## config.mk

```make
export PLATFORM = sky130hd
export DESIGN_NAME = joystick_axis_deadzone_scaler
export DESIGN_NICKNAME = d
export VERILOG_FILES = /design/src/design/jads_pkg.sv /design/src/design/joystick_axis_deadzone_scaler.sv /design/src/design/jads_regs.sv /design/src/design/jads_lane.sv /design/src/design/jads_merge.sv
export VERILOG_INCLUDE_DIRS = /design/src /design/src/design
export SDC_FILE = /design/constraint.sdc
export NUM_CORES = 1
export LEC_CHECK = 0
export BUFFER_PORTS_ARGS = -buffer_cell sky130_fd_sc_hd__buf_2
export CORE_MARGIN = 1
export CORE_UTILIZATION = 50
export DETAILED_ROUTE_END_ITERATION = 10
export PLACE_DENSITY = 0.66
export SLEW_MARGIN = 20
export SYNTH_ARGS = -nofsm -noshare
export SYNTH_HDL_FRONTEND = slang
export SYNTH_SLANG_ARGS = --single-unit
```

## constraint.sdc

```tcl
create_clock -name clk -period 18.74 [get_ports clk]
set_clock_uncertainty 0.1 [all_clocks]
set_input_delay 3.748 -clock clk [delete_from_list [all_inputs] [get_ports clk]]
set_output_delay 3.748 -clock clk [all_outputs]
set_load 0.005 [all_outputs]
```

## src/design/joystick_axis_deadzone_scaler_macros.svh

```systemverilog
// assertion macros shared by the joystick axis scaler modules
// expects signals named clk and arst_n in the module that uses them
`ifndef JOYSTICK_AXIS_DEADZONE_SCALER_MACROS_SVH
`define JOYSTICK_AXIS_DEADZONE_SCALER_MACROS_SVH
`ifndef NO_ASSERTIONS
// checked on every edge outside reset
`define JADS_ASSERT(lbl, prop) \
	lbl: assert property (@(posedge clk) disable iff (!arst_n) prop) \
		else $error("jads check failed");
// checked on every edge, reset included
`define JADS_ASSERT_NR(lbl, prop) \
	lbl: assert property (@(posedge clk) prop) \
		else $error("jads reset check failed");
`else
`define JADS_ASSERT(lbl, prop)
`define JADS_ASSERT_NR(lbl, prop)
`endif
`endif

```

## src/design/jads_pkg.sv

```systemverilog
// shared widths, register codes, reset values and types of the joystick axis scaler
// no dependencies
package jads_pkg;

	localparam int SAMPLE_W   = 10;
	localparam int BAND_W     = SAMPLE_W - 1;
	localparam int QUOT_W     = SAMPLE_W - 1;
	localparam int FULL_SCALE = 511;
	localparam int PROD_W     = SAMPLE_W + QUOT_W;
	localparam int CFG_IDX_W  = 3;

	localparam logic [SAMPLE_W-1:0] MIN_RST  = SAMPLE_W'(0);
	localparam logic [SAMPLE_W-1:0] MID_RST  = SAMPLE_W'(512);
	localparam logic [SAMPLE_W-1:0] MAX_RST  = SAMPLE_W'(1023);
	localparam logic [BAND_W-1:0]   BAND_RST = BAND_W'(25);

	typedef enum logic [CFG_IDX_W-1:0] {
		CFG_X_MIN = 3'd0,
		CFG_X_MID = 3'd1,
		CFG_X_MAX = 3'd2,
		CFG_Y_MIN = 3'd3,
		CFG_Y_MID = 3'd4,
		CFG_Y_MAX = 3'd5,
		CFG_BAND  = 3'd6
	} cfg_idx_t;

	typedef struct packed {
		logic [SAMPLE_W-1:0] lo;
		logic [SAMPLE_W-1:0] mid;
		logic [SAMPLE_W-1:0] hi;
	} axis_cal_t;

	typedef struct packed {
		axis_cal_t         x;
		axis_cal_t         y;
		logic [BAND_W-1:0] band;
	} cal_t;

	typedef struct packed {
		logic                       valid;
		logic signed [SAMPLE_W-1:0] value;
	} axis_res_t;

endpackage

```

## src/design/joystick_axis_deadzone_scaler.sv

```systemverilog
// top level of the two-axis joystick scaler with dead band
// depends on jads_pkg, jads_regs, jads_lane, jads_merge and the assertion macro header
`include "joystick_axis_deadzone_scaler_macros.svh"

// One item is a pair of raw samples (sample_x, sample_y), taken at every edge with
// start high; busy is never raised, so a new item can enter every clock cycle. Each
// axis goes through its own lane: a front stage picks the side of the dead band and
// the span, a second stage scales by full scale, and three stages of restoring
// division resolve three quotient bits each. Each item passes the lane registers
// s1 to s5 and the output register of jads_merge; result_strobe is high for one cycle
// and the item is gone at the next edge. The receiver cannot stall the block, so it
// must take every strobe. hid_axis_y is axis_y negated. Calibration registers are
// written through the cfg port (ready always high) and are meant to change only while
// no item is in flight.
module joystick_axis_deadzone_scaler (
	input  logic                                 clk,
	input  logic                                 arst_n,
	// item in
	input  logic                                 start,
	output logic                                 busy,
	input  logic [jads_pkg::SAMPLE_W-1:0]        sample_x,
	input  logic [jads_pkg::SAMPLE_W-1:0]        sample_y,
	// item out
	output logic                                 result_strobe,
	output logic signed [jads_pkg::SAMPLE_W-1:0] axis_x,
	output logic signed [jads_pkg::SAMPLE_W-1:0] axis_y,
	output logic signed [jads_pkg::SAMPLE_W-1:0] hid_axis_y,
	// calibration writes
	input  logic                                 cfg_valid,
	output logic                                 cfg_ready,
	input  logic [jads_pkg::CFG_IDX_W-1:0]       cfg_index,
	input  logic [jads_pkg::SAMPLE_W-1:0]        cfg_data
);
	import jads_pkg::*;

	cal_t      cal;
	axis_res_t res_x, res_y;
	logic      accept;

	// fully pipelined: never busy, config always taken
	assign busy      = 1'b0;
	assign cfg_ready = 1'b1;
	assign accept    = start & ~busy;

	jads_regs u_regs (
		.clk      (clk),
		.arst_n   (arst_n),
		.wr_en    (cfg_valid & cfg_ready),
		.wr_index (cfg_index),
		.wr_data  (cfg_data),
		.cal      (cal)
	);

	// x lane
	jads_lane u_lane_x (
		.clk      (clk),
		.arst_n   (arst_n),
		.in_valid (accept),
		.sample   (sample_x),
		.cal      (cal.x),
		.band     (cal.band),
		.res      (res_x)
	);

	// y lane
	jads_lane u_lane_y (
		.clk      (clk),
		.arst_n   (arst_n),
		.in_valid (accept),
		.sample   (sample_y),
		.cal      (cal.y),
		.band     (cal.band),
		.res      (res_y)
	);

	// merge both lanes into one registered result item
	jads_merge u_merge (
		.clk        (clk),
		.arst_n     (arst_n),
		.res_x      (res_x),
		.res_y      (res_y),
		.strobe     (result_strobe),
		.axis_x     (axis_x),
		.axis_y     (axis_y),
		.hid_axis_y (hid_axis_y)
	);

	// fixed latency, both directions
	`JADS_ASSERT(a_lat_fwd, start && !busy |-> ##6 result_strobe)
	`JADS_ASSERT(a_lat_back, result_strobe |-> $past(start && !busy, 6))
	// saturation keeps every axis off the most negative code
	`JADS_ASSERT(a_no_min, result_strobe |-> axis_x != {1'b1, (SAMPLE_W - 1)'(0)} && axis_y != {1'b1, (SAMPLE_W - 1)'(0)})
	// nothing comes out right after reset
	`JADS_ASSERT_NR(a_rst_quiet, !arst_n |=> !result_strobe)

endmodule

```

## src/design/jads_regs.sv

```systemverilog
// calibration register file of the joystick axis scaler
// depends on jads_pkg
module jads_regs (
	input  logic                           clk,
	input  logic                           arst_n,
	input  logic                           wr_en,
	input  logic [jads_pkg::CFG_IDX_W-1:0] wr_index,
	input  logic [jads_pkg::SAMPLE_W-1:0]  wr_data,
	output jads_pkg::cal_t                 cal
);
	import jads_pkg::*;

	cal_t cal_q;

	always_ff @(posedge clk or negedge arst_n) begin
		if (!arst_n) begin
			cal_q.x    <= '{lo: MIN_RST, mid: MID_RST, hi: MAX_RST};
			cal_q.y    <= '{lo: MIN_RST, mid: MID_RST, hi: MAX_RST};
			cal_q.band <= BAND_RST;
		end else if (wr_en) begin
			case (wr_index)
				CFG_X_MIN: cal_q.x.lo  <= wr_data;
				CFG_X_MID: cal_q.x.mid <= wr_data;
				CFG_X_MAX: cal_q.x.hi  <= wr_data;
				CFG_Y_MIN: cal_q.y.lo  <= wr_data;
				CFG_Y_MID: cal_q.y.mid <= wr_data;
				CFG_Y_MAX: cal_q.y.hi  <= wr_data;
				CFG_BAND:  cal_q.band  <= wr_data[BAND_W-1:0];
				default: begin
				end
			endcase
		end
	end

	assign cal = cal_q;

endmodule

```

## src/design/jads_lane.sv

```systemverilog
// one axis lane: dead band test, span select, scaling and pipelined division
// depends on jads_pkg and the assertion macro header
`include "joystick_axis_deadzone_scaler_macros.svh"
module jads_lane (
	input  logic                          clk,
	input  logic                          arst_n,
	input  logic                          in_valid,
	input  logic [jads_pkg::SAMPLE_W-1:0] sample,
	input  jads_pkg::axis_cal_t           cal,
	input  logic [jads_pkg::BAND_W-1:0]   band,
	output jads_pkg::axis_res_t           res
);
	import jads_pkg::*;

	typedef enum logic [1:0] {
		SIDE_ZERO,
		SIDE_POS,
		SIDE_NEG
	} side_t;

	typedef struct packed {
		side_t side;
		logic  force_fs;
		logic  over;
	} lane_ctrl_t;

	// three restoring steps from quotient bit top downward
	function automatic logic [PROD_W+2:0] div3(
		input logic [PROD_W-1:0]   r_in,
		input logic [SAMPLE_W-1:0] v,
		input int                  top
	);
		logic [PROD_W-1:0] r;
		logic [PROD_W-1:0] dv;
		logic [2:0]        qb;
		r  = r_in;
		qb = '0;
		for (int i = 0; i < 3; i++) begin
			dv = PROD_W'(v) << (top - i);
			if (r >= dv) begin
				r         = r - dv;
				qb[2 - i] = 1'b1;
			end
		end
		return {qb, r};
	endfunction

	// front end
	logic [SAMPLE_W:0]   up_edge, low_sum, lo_edge;
	logic                is_up, is_dn, up_force, dn_force;
	logic [SAMPLE_W-1:0] mag_up, span_up, mag_dn, span_dn;
	lane_ctrl_t          ctrl_d;
	logic [SAMPLE_W-1:0] mag_d, span_d;

	always_comb begin
		up_edge  = {1'b0, cal.mid} + {2'b0, band};
		low_sum  = {1'b0, sample} + {2'b0, band};
		lo_edge  = {1'b0, cal.lo} + {2'b0, band};
		is_up    = {1'b0, sample} >= up_edge;
		is_dn    = low_sum <= {1'b0, cal.mid};
		up_force = {1'b0, cal.hi} <= up_edge;
		dn_force = {1'b0, cal.mid} <= lo_edge;
		mag_up   = SAMPLE_W'({1'b0, sample} - up_edge);
		span_up  = SAMPLE_W'({1'b0, cal.hi} - up_edge);
		mag_dn   = SAMPLE_W'({1'b0, cal.mid} - low_sum);
		span_dn  = SAMPLE_W'({1'b0, cal.mid} - lo_edge);
		ctrl_d.over = 1'b0;
		if (is_up) begin
			ctrl_d.side     = SIDE_POS;
			ctrl_d.force_fs = up_force;
			mag_d           = mag_up;
			span_d          = span_up;
		end else if (is_dn) begin
			ctrl_d.side     = SIDE_NEG;
			ctrl_d.force_fs = dn_force;
			mag_d           = mag_dn;
			span_d          = span_dn;
		end else begin
			ctrl_d.side     = SIDE_ZERO;
			ctrl_d.force_fs = 1'b0;
			mag_d           = '0;
			span_d          = '0;
		end
	end

	logic                v_s1, v_s2, v_s3, v_s4, v_s5;
	lane_ctrl_t          ctrl_s1, ctrl_s2, ctrl_s3, ctrl_s4, ctrl_s5;
	logic [SAMPLE_W-1:0] mag_s1;
	logic [SAMPLE_W-1:0] span_s1, span_s2, span_s3, span_s4;
	logic [PROD_W-1:0]   prod_s2, rem_s3, rem_s4, rem_s5;
	logic [QUOT_W-1:0]   q_s3, q_s4, q_s5;

	// division steps
	logic                over_d;
	logic [PROD_W+2:0]   st3, st4, st5;

	always_comb begin
		over_d = prod_s2 >= {span_s2, QUOT_W'(0)};
		st3    = div3(prod_s2, span_s2, QUOT_W - 1);
		st4    = div3(rem_s3, span_s3, QUOT_W - 4);
		st5    = div3(rem_s4, span_s4, QUOT_W - 7);
	end

	always_ff @(posedge clk or negedge arst_n) begin
		if (!arst_n) begin
			v_s1 <= 1'b0;
			v_s2 <= 1'b0;
			v_s3 <= 1'b0;
			v_s4 <= 1'b0;
			v_s5 <= 1'b0;
		end else begin
			v_s1 <= in_valid;
			v_s2 <= v_s1;
			v_s3 <= v_s2;
			v_s4 <= v_s3;
			v_s5 <= v_s4;
		end
	end

	always_ff @(posedge clk) begin
		ctrl_s1 <= ctrl_d;
		mag_s1  <= mag_d;
		span_s1 <= span_d;

		ctrl_s2 <= ctrl_s1;
		prod_s2 <= PROD_W'(mag_s1) * PROD_W'(FULL_SCALE);
		span_s2 <= span_s1;

		ctrl_s3 <= '{side: ctrl_s2.side, force_fs: ctrl_s2.force_fs, over: over_d};
		rem_s3  <= st3[PROD_W-1:0];
		q_s3    <= {st3[PROD_W+2:PROD_W], (QUOT_W - 3)'(0)};
		span_s3 <= span_s2;

		ctrl_s4 <= ctrl_s3;
		rem_s4  <= st4[PROD_W-1:0];
		q_s4    <= {q_s3[QUOT_W-1:QUOT_W-3], st4[PROD_W+2:PROD_W], 3'b000};
		span_s4 <= span_s3;

		ctrl_s5 <= ctrl_s4;
		rem_s5  <= st5[PROD_W-1:0];
		q_s5    <= {q_s4[QUOT_W-1:3], st5[PROD_W+2:PROD_W]};
	end

	// sign and full scale
	logic [QUOT_W-1:0]          mag_out;
	logic signed [SAMPLE_W-1:0] val;

	always_comb begin
		mag_out = (ctrl_s5.force_fs || ctrl_s5.over) ? QUOT_W'(FULL_SCALE) : q_s5;
		case (ctrl_s5.side)
			SIDE_POS: val = signed'({1'b0, mag_out});
			SIDE_NEG: val = -signed'({1'b0, mag_out});
			default:  val = '0;
		endcase
	end

	assign res = '{valid: v_s5, value: val};

	// remainder stays below the divisor weight still to be resolved
	`JADS_ASSERT(a_rem_s4, v_s4 && ctrl_s4.side != SIDE_ZERO && !ctrl_s4.force_fs && !ctrl_s4.over |-> rem_s4 < (PROD_W'(span_s4) << (QUOT_W - 6)))
	`JADS_ASSERT(a_rem_s5, v_s5 && ctrl_s5.side != SIDE_ZERO && !ctrl_s5.force_fs && !ctrl_s5.over |-> rem_s5 < PROD_W'($past(span_s4)))
	`JADS_ASSERT(a_zero_s5, v_s5 && ctrl_s5.side == SIDE_ZERO |-> !ctrl_s5.force_fs)

endmodule

```

## src/design/jads_merge.sv

```systemverilog
// output stage: joins the two lane results into one registered item
// depends on jads_pkg
module jads_merge (
	input  logic                                 clk,
	input  logic                                 arst_n,
	input  jads_pkg::axis_res_t                  res_x,
	input  jads_pkg::axis_res_t                  res_y,
	output logic                                 strobe,
	output logic signed [jads_pkg::SAMPLE_W-1:0] axis_x,
	output logic signed [jads_pkg::SAMPLE_W-1:0] axis_y,
	output logic signed [jads_pkg::SAMPLE_W-1:0] hid_axis_y
);
	import jads_pkg::*;

	logic                       strobe_q;
	logic signed [SAMPLE_W-1:0] axis_x_q, axis_y_q, hid_y_q;

	always_ff @(posedge clk or negedge arst_n) begin
		if (!arst_n) begin
			strobe_q <= 1'b0;
		end else begin
			strobe_q <= res_x.valid & res_y.valid;
		end
	end

	always_ff @(posedge clk) begin
		axis_x_q <= res_x.value;
		axis_y_q <= res_y.value;
		hid_y_q  <= -res_y.value;
	end

	assign strobe     = strobe_q;
	assign axis_x     = axis_x_q;
	assign axis_y     = axis_y_q;
	assign hid_axis_y = hid_y_q;

endmodule

```

==> metrics.txt <==
CTS tree=done; commonest non-fill, non-tap cell in the layout=ha_1; crit path DAT=9.08 ns; Crit path buffers/inverters=3; Netlist cell types=103; commonest cells after routing, fill and taps aside=435 x ha_1, 418 x inv_1, 315 x dfxtp_1; CP max-delay cell=nor2_1; Routability Congestion=0.8923; vias in the first global route=24130; DRT Pass-1 Iters=5; Synth Area per Inst=8.892 sq um; ys async rst share=19.23%; register area share after synthesis=26.01%; Period Utilization, post-route=46.58%; cts repair resizes=0; io pins=70; Synth Flop Type=dfxtp_1; Post-CTS Hold Fix Bufs=0; final slew viol count=0; H-Tree Depth=2; Routed Antenna Nets=0; vias per cell=5.533; Residual DRC=0; max_slew headroom=27.21%; gr usage total=23.48%; count of state elements after synthesis=390; RSZ-0062 raised after global routing=false; Port-buffer cells=67; setup bufs post-CTS=0; Cells after Synth=3551; setup TNS=0 ns; outcome=finished clean; crit path max fanout=19; slowest stage delay, CP=0.60 ns; Root Driver=clkbuf_16; Hold Path Class=reg2reg; wire length per cell=16.56 um; Post-layout nets=4202; Overflow after GRT=0; DR vias=24860; clock slew at reported path FFs=0.06 ns; final setup violation count=0; Syn Nets=4135; core region area=0.06205 sq mm; slew of the pin with the lowest slew margin=1.087 ns; type of destination of the critical path=register; critical path type=reg2reg; Initial Util=50.89%; mapped cell area=0.03158 sq mm; post-layout minimum cycle time=8.729 ns; die height=253.3 um; clock sink total=390; first-pass GRT wire length=122200 um; largest net degree at the start of global routing=76; number of synthesized flops with an enable pin=0; Worst Setup Start Kind=register; layout cell share with drive strength beyond 1=9.384%; final wirelength=74390 um; crit-path leading delay family=compound AO/OA/AOI/OAI gates; final hold violation count=0; Die X=253.3 um; Worst-Skew Late Latency=0.60 ns; Yosys top cell area share=19.97%; Synth-to-Final Area Change=8.935%; cell taking the most area after synthesis=dfxtp_1; initial DRC count=1463; maxcap violations=0; dpl hpwl=60620 um; Worst EP required=19.09 ns; Core Rows=91; Synth warnings=0; Max Freq=0.1146 GHz; synth top area cells=dfxtp_1 20%, ha_1 17%, fa_1 7.1%; cts bufs inserted=45; Bufs on Longest Clock Path=3; initial antenna violation count=2; die area=0.06416 sq mm
-- sequential cells by signal, indices dropped and copies added, names as in the netlist, 19 cells and up --
name	flops
u_lane_x.rem_s3	19
u_lane_x.rem_s4	19
u_lane_y.rem_s4	19
u_regs.cal	69
u_lane_x.prod_s2	19
u_lane_y.rem_s3	19
u_lane_y.prod_s2	19
-- per-stage QoR --
| stage | std cells | area, sq um | hold WS, ns | setup WS (ns) | utilization, % |
|---|---|---|---|---|---|
| 2_1_floorplan | 3551 | 31580 | 0.2096 | 11.33 | - |
| 3_3_place_gp | 4408 | 32810 | 0.2100 | 10.15 | 52.87 |
| 3_5_place_dp | 4408 | 32810 | 0.2121 | 10.05 | 52.87 |
| 4_1_cts | 4492 | 34390 | 0.2181 | 10.03 | 55.42 |
| 5_1_grt | 4493 | 34400 | 0.2197 | 9.175 | 55.43 |
| 6_report | 4493 | 34400 | 0.2167 | 10.01 | 55.43 |
-- cells in the mapped netlist, types with 25 or more instances --
| cell type | number |
|---|---|
| a211oi_1 | 33 |
| dfstp_2 | 25 |
| xor2_1 | 86 |
| nand2b_1 | 44 |
| nor3_1 | 67 |
| nand3_1 | 58 |
| clkbuf_1 | 42 |
| ha_1 | 435 |
| o21a_1 | 42 |
| inv_1 | 418 |
| o21ai_0 | 196 |
| dfrtp_1 | 50 |
| mux2_2 | 101 |
| nor4_1 | 27 |
| nor2_1 | 238 |
| fa_1 | 112 |
| mux2i_1 | 25 |
| nor2b_1 | 58 |
| dfxtp_1 | 315 |
| o22ai_1 | 32 |
| a21o_1 | 89 |
| xnor2_1 | 156 |
| nand4_1 | 50 |
| o21bai_1 | 47 |
| nand2_1 | 189 |
| a21oi_1 | 246 |
-- cell type report --
type / instances / area, sq um
Multi-Input combinational cell: 2684 / 21570
Tap cell: 837 / 1047
Clock inverter: 29 / 345.3
Sequential cell: 390 / 8214
Antenna cell: 1 / 2.502
Fill cell: 5692 / 27660
Timing Repair Buffer: 76 / 405.4
Inverter: 421 / 1580
Clock buffer: 55 / 1236
-- worst register-to-register path, delay by kind of cell (launching register included) --
kind                       cells  cell delay (ns)
adders and majority gates      3             0.94
muxes                          2             0.94
AOI/OAI and AO/OA             15             3.71
and+or+nand+nor                7             2.22
DFF                            1             0.39
buffers and inverters          3             0.30
-- cell families after synthesis --
group / Yosys count / share of synthesized area (%)
AO/OA/AOI/OAI: 899 / 18.58
flip-flops: 390 / 26.01
multiplexers: 140 / 4.985
XOR/XNOR: 242 / 6.712
buffers and inverters: 477 / 5.777
adder cells (fa/ha/maj): 547 / 24.34
other: 2 / 0.02378
AND/OR/NAND/NOR: 854 / 13.57
-- layer usage --
layer  GRT usage [%]  up-vias  wire length, um  part of all wire (%)
met5               0        -               14                 0.019
li1                -    12720                -                     -
met2           39.23      457            33920                    46
met3           4.225      101             3713                   5.0
met4           5.749        2             1530                   2.1
met1           31.17    11590            35200                    47
-- path summary, 6_finish.rpt --
path                                     startpoint                  end  slack [ns]  cells after the start
min in group asynchronous                    arst_n       u_regs.cal[54]        3.19                      1
worst max register to register  u_lane_y.span_s2[1]  u_lane_y.rem_s3[11]       10.01                     30
worst min register to register  u_lane_y.span_s1[6]  u_lane_y.span_s2[6]        0.22                      0
worst min-delay path            u_lane_y.span_s1[6]  u_lane_y.span_s2[6]        0.22                      0
worst max-delay path            u_lane_y.span_s2[1]  u_lane_y.rem_s3[11]       10.01                     30
max in group asynchronous                    arst_n       u_regs.cal[62]       14.72                      1
Power is left out: the tool's default activity adds up to more than one toggle a clock period on the data nets, which glitch-free logic cannot reach.
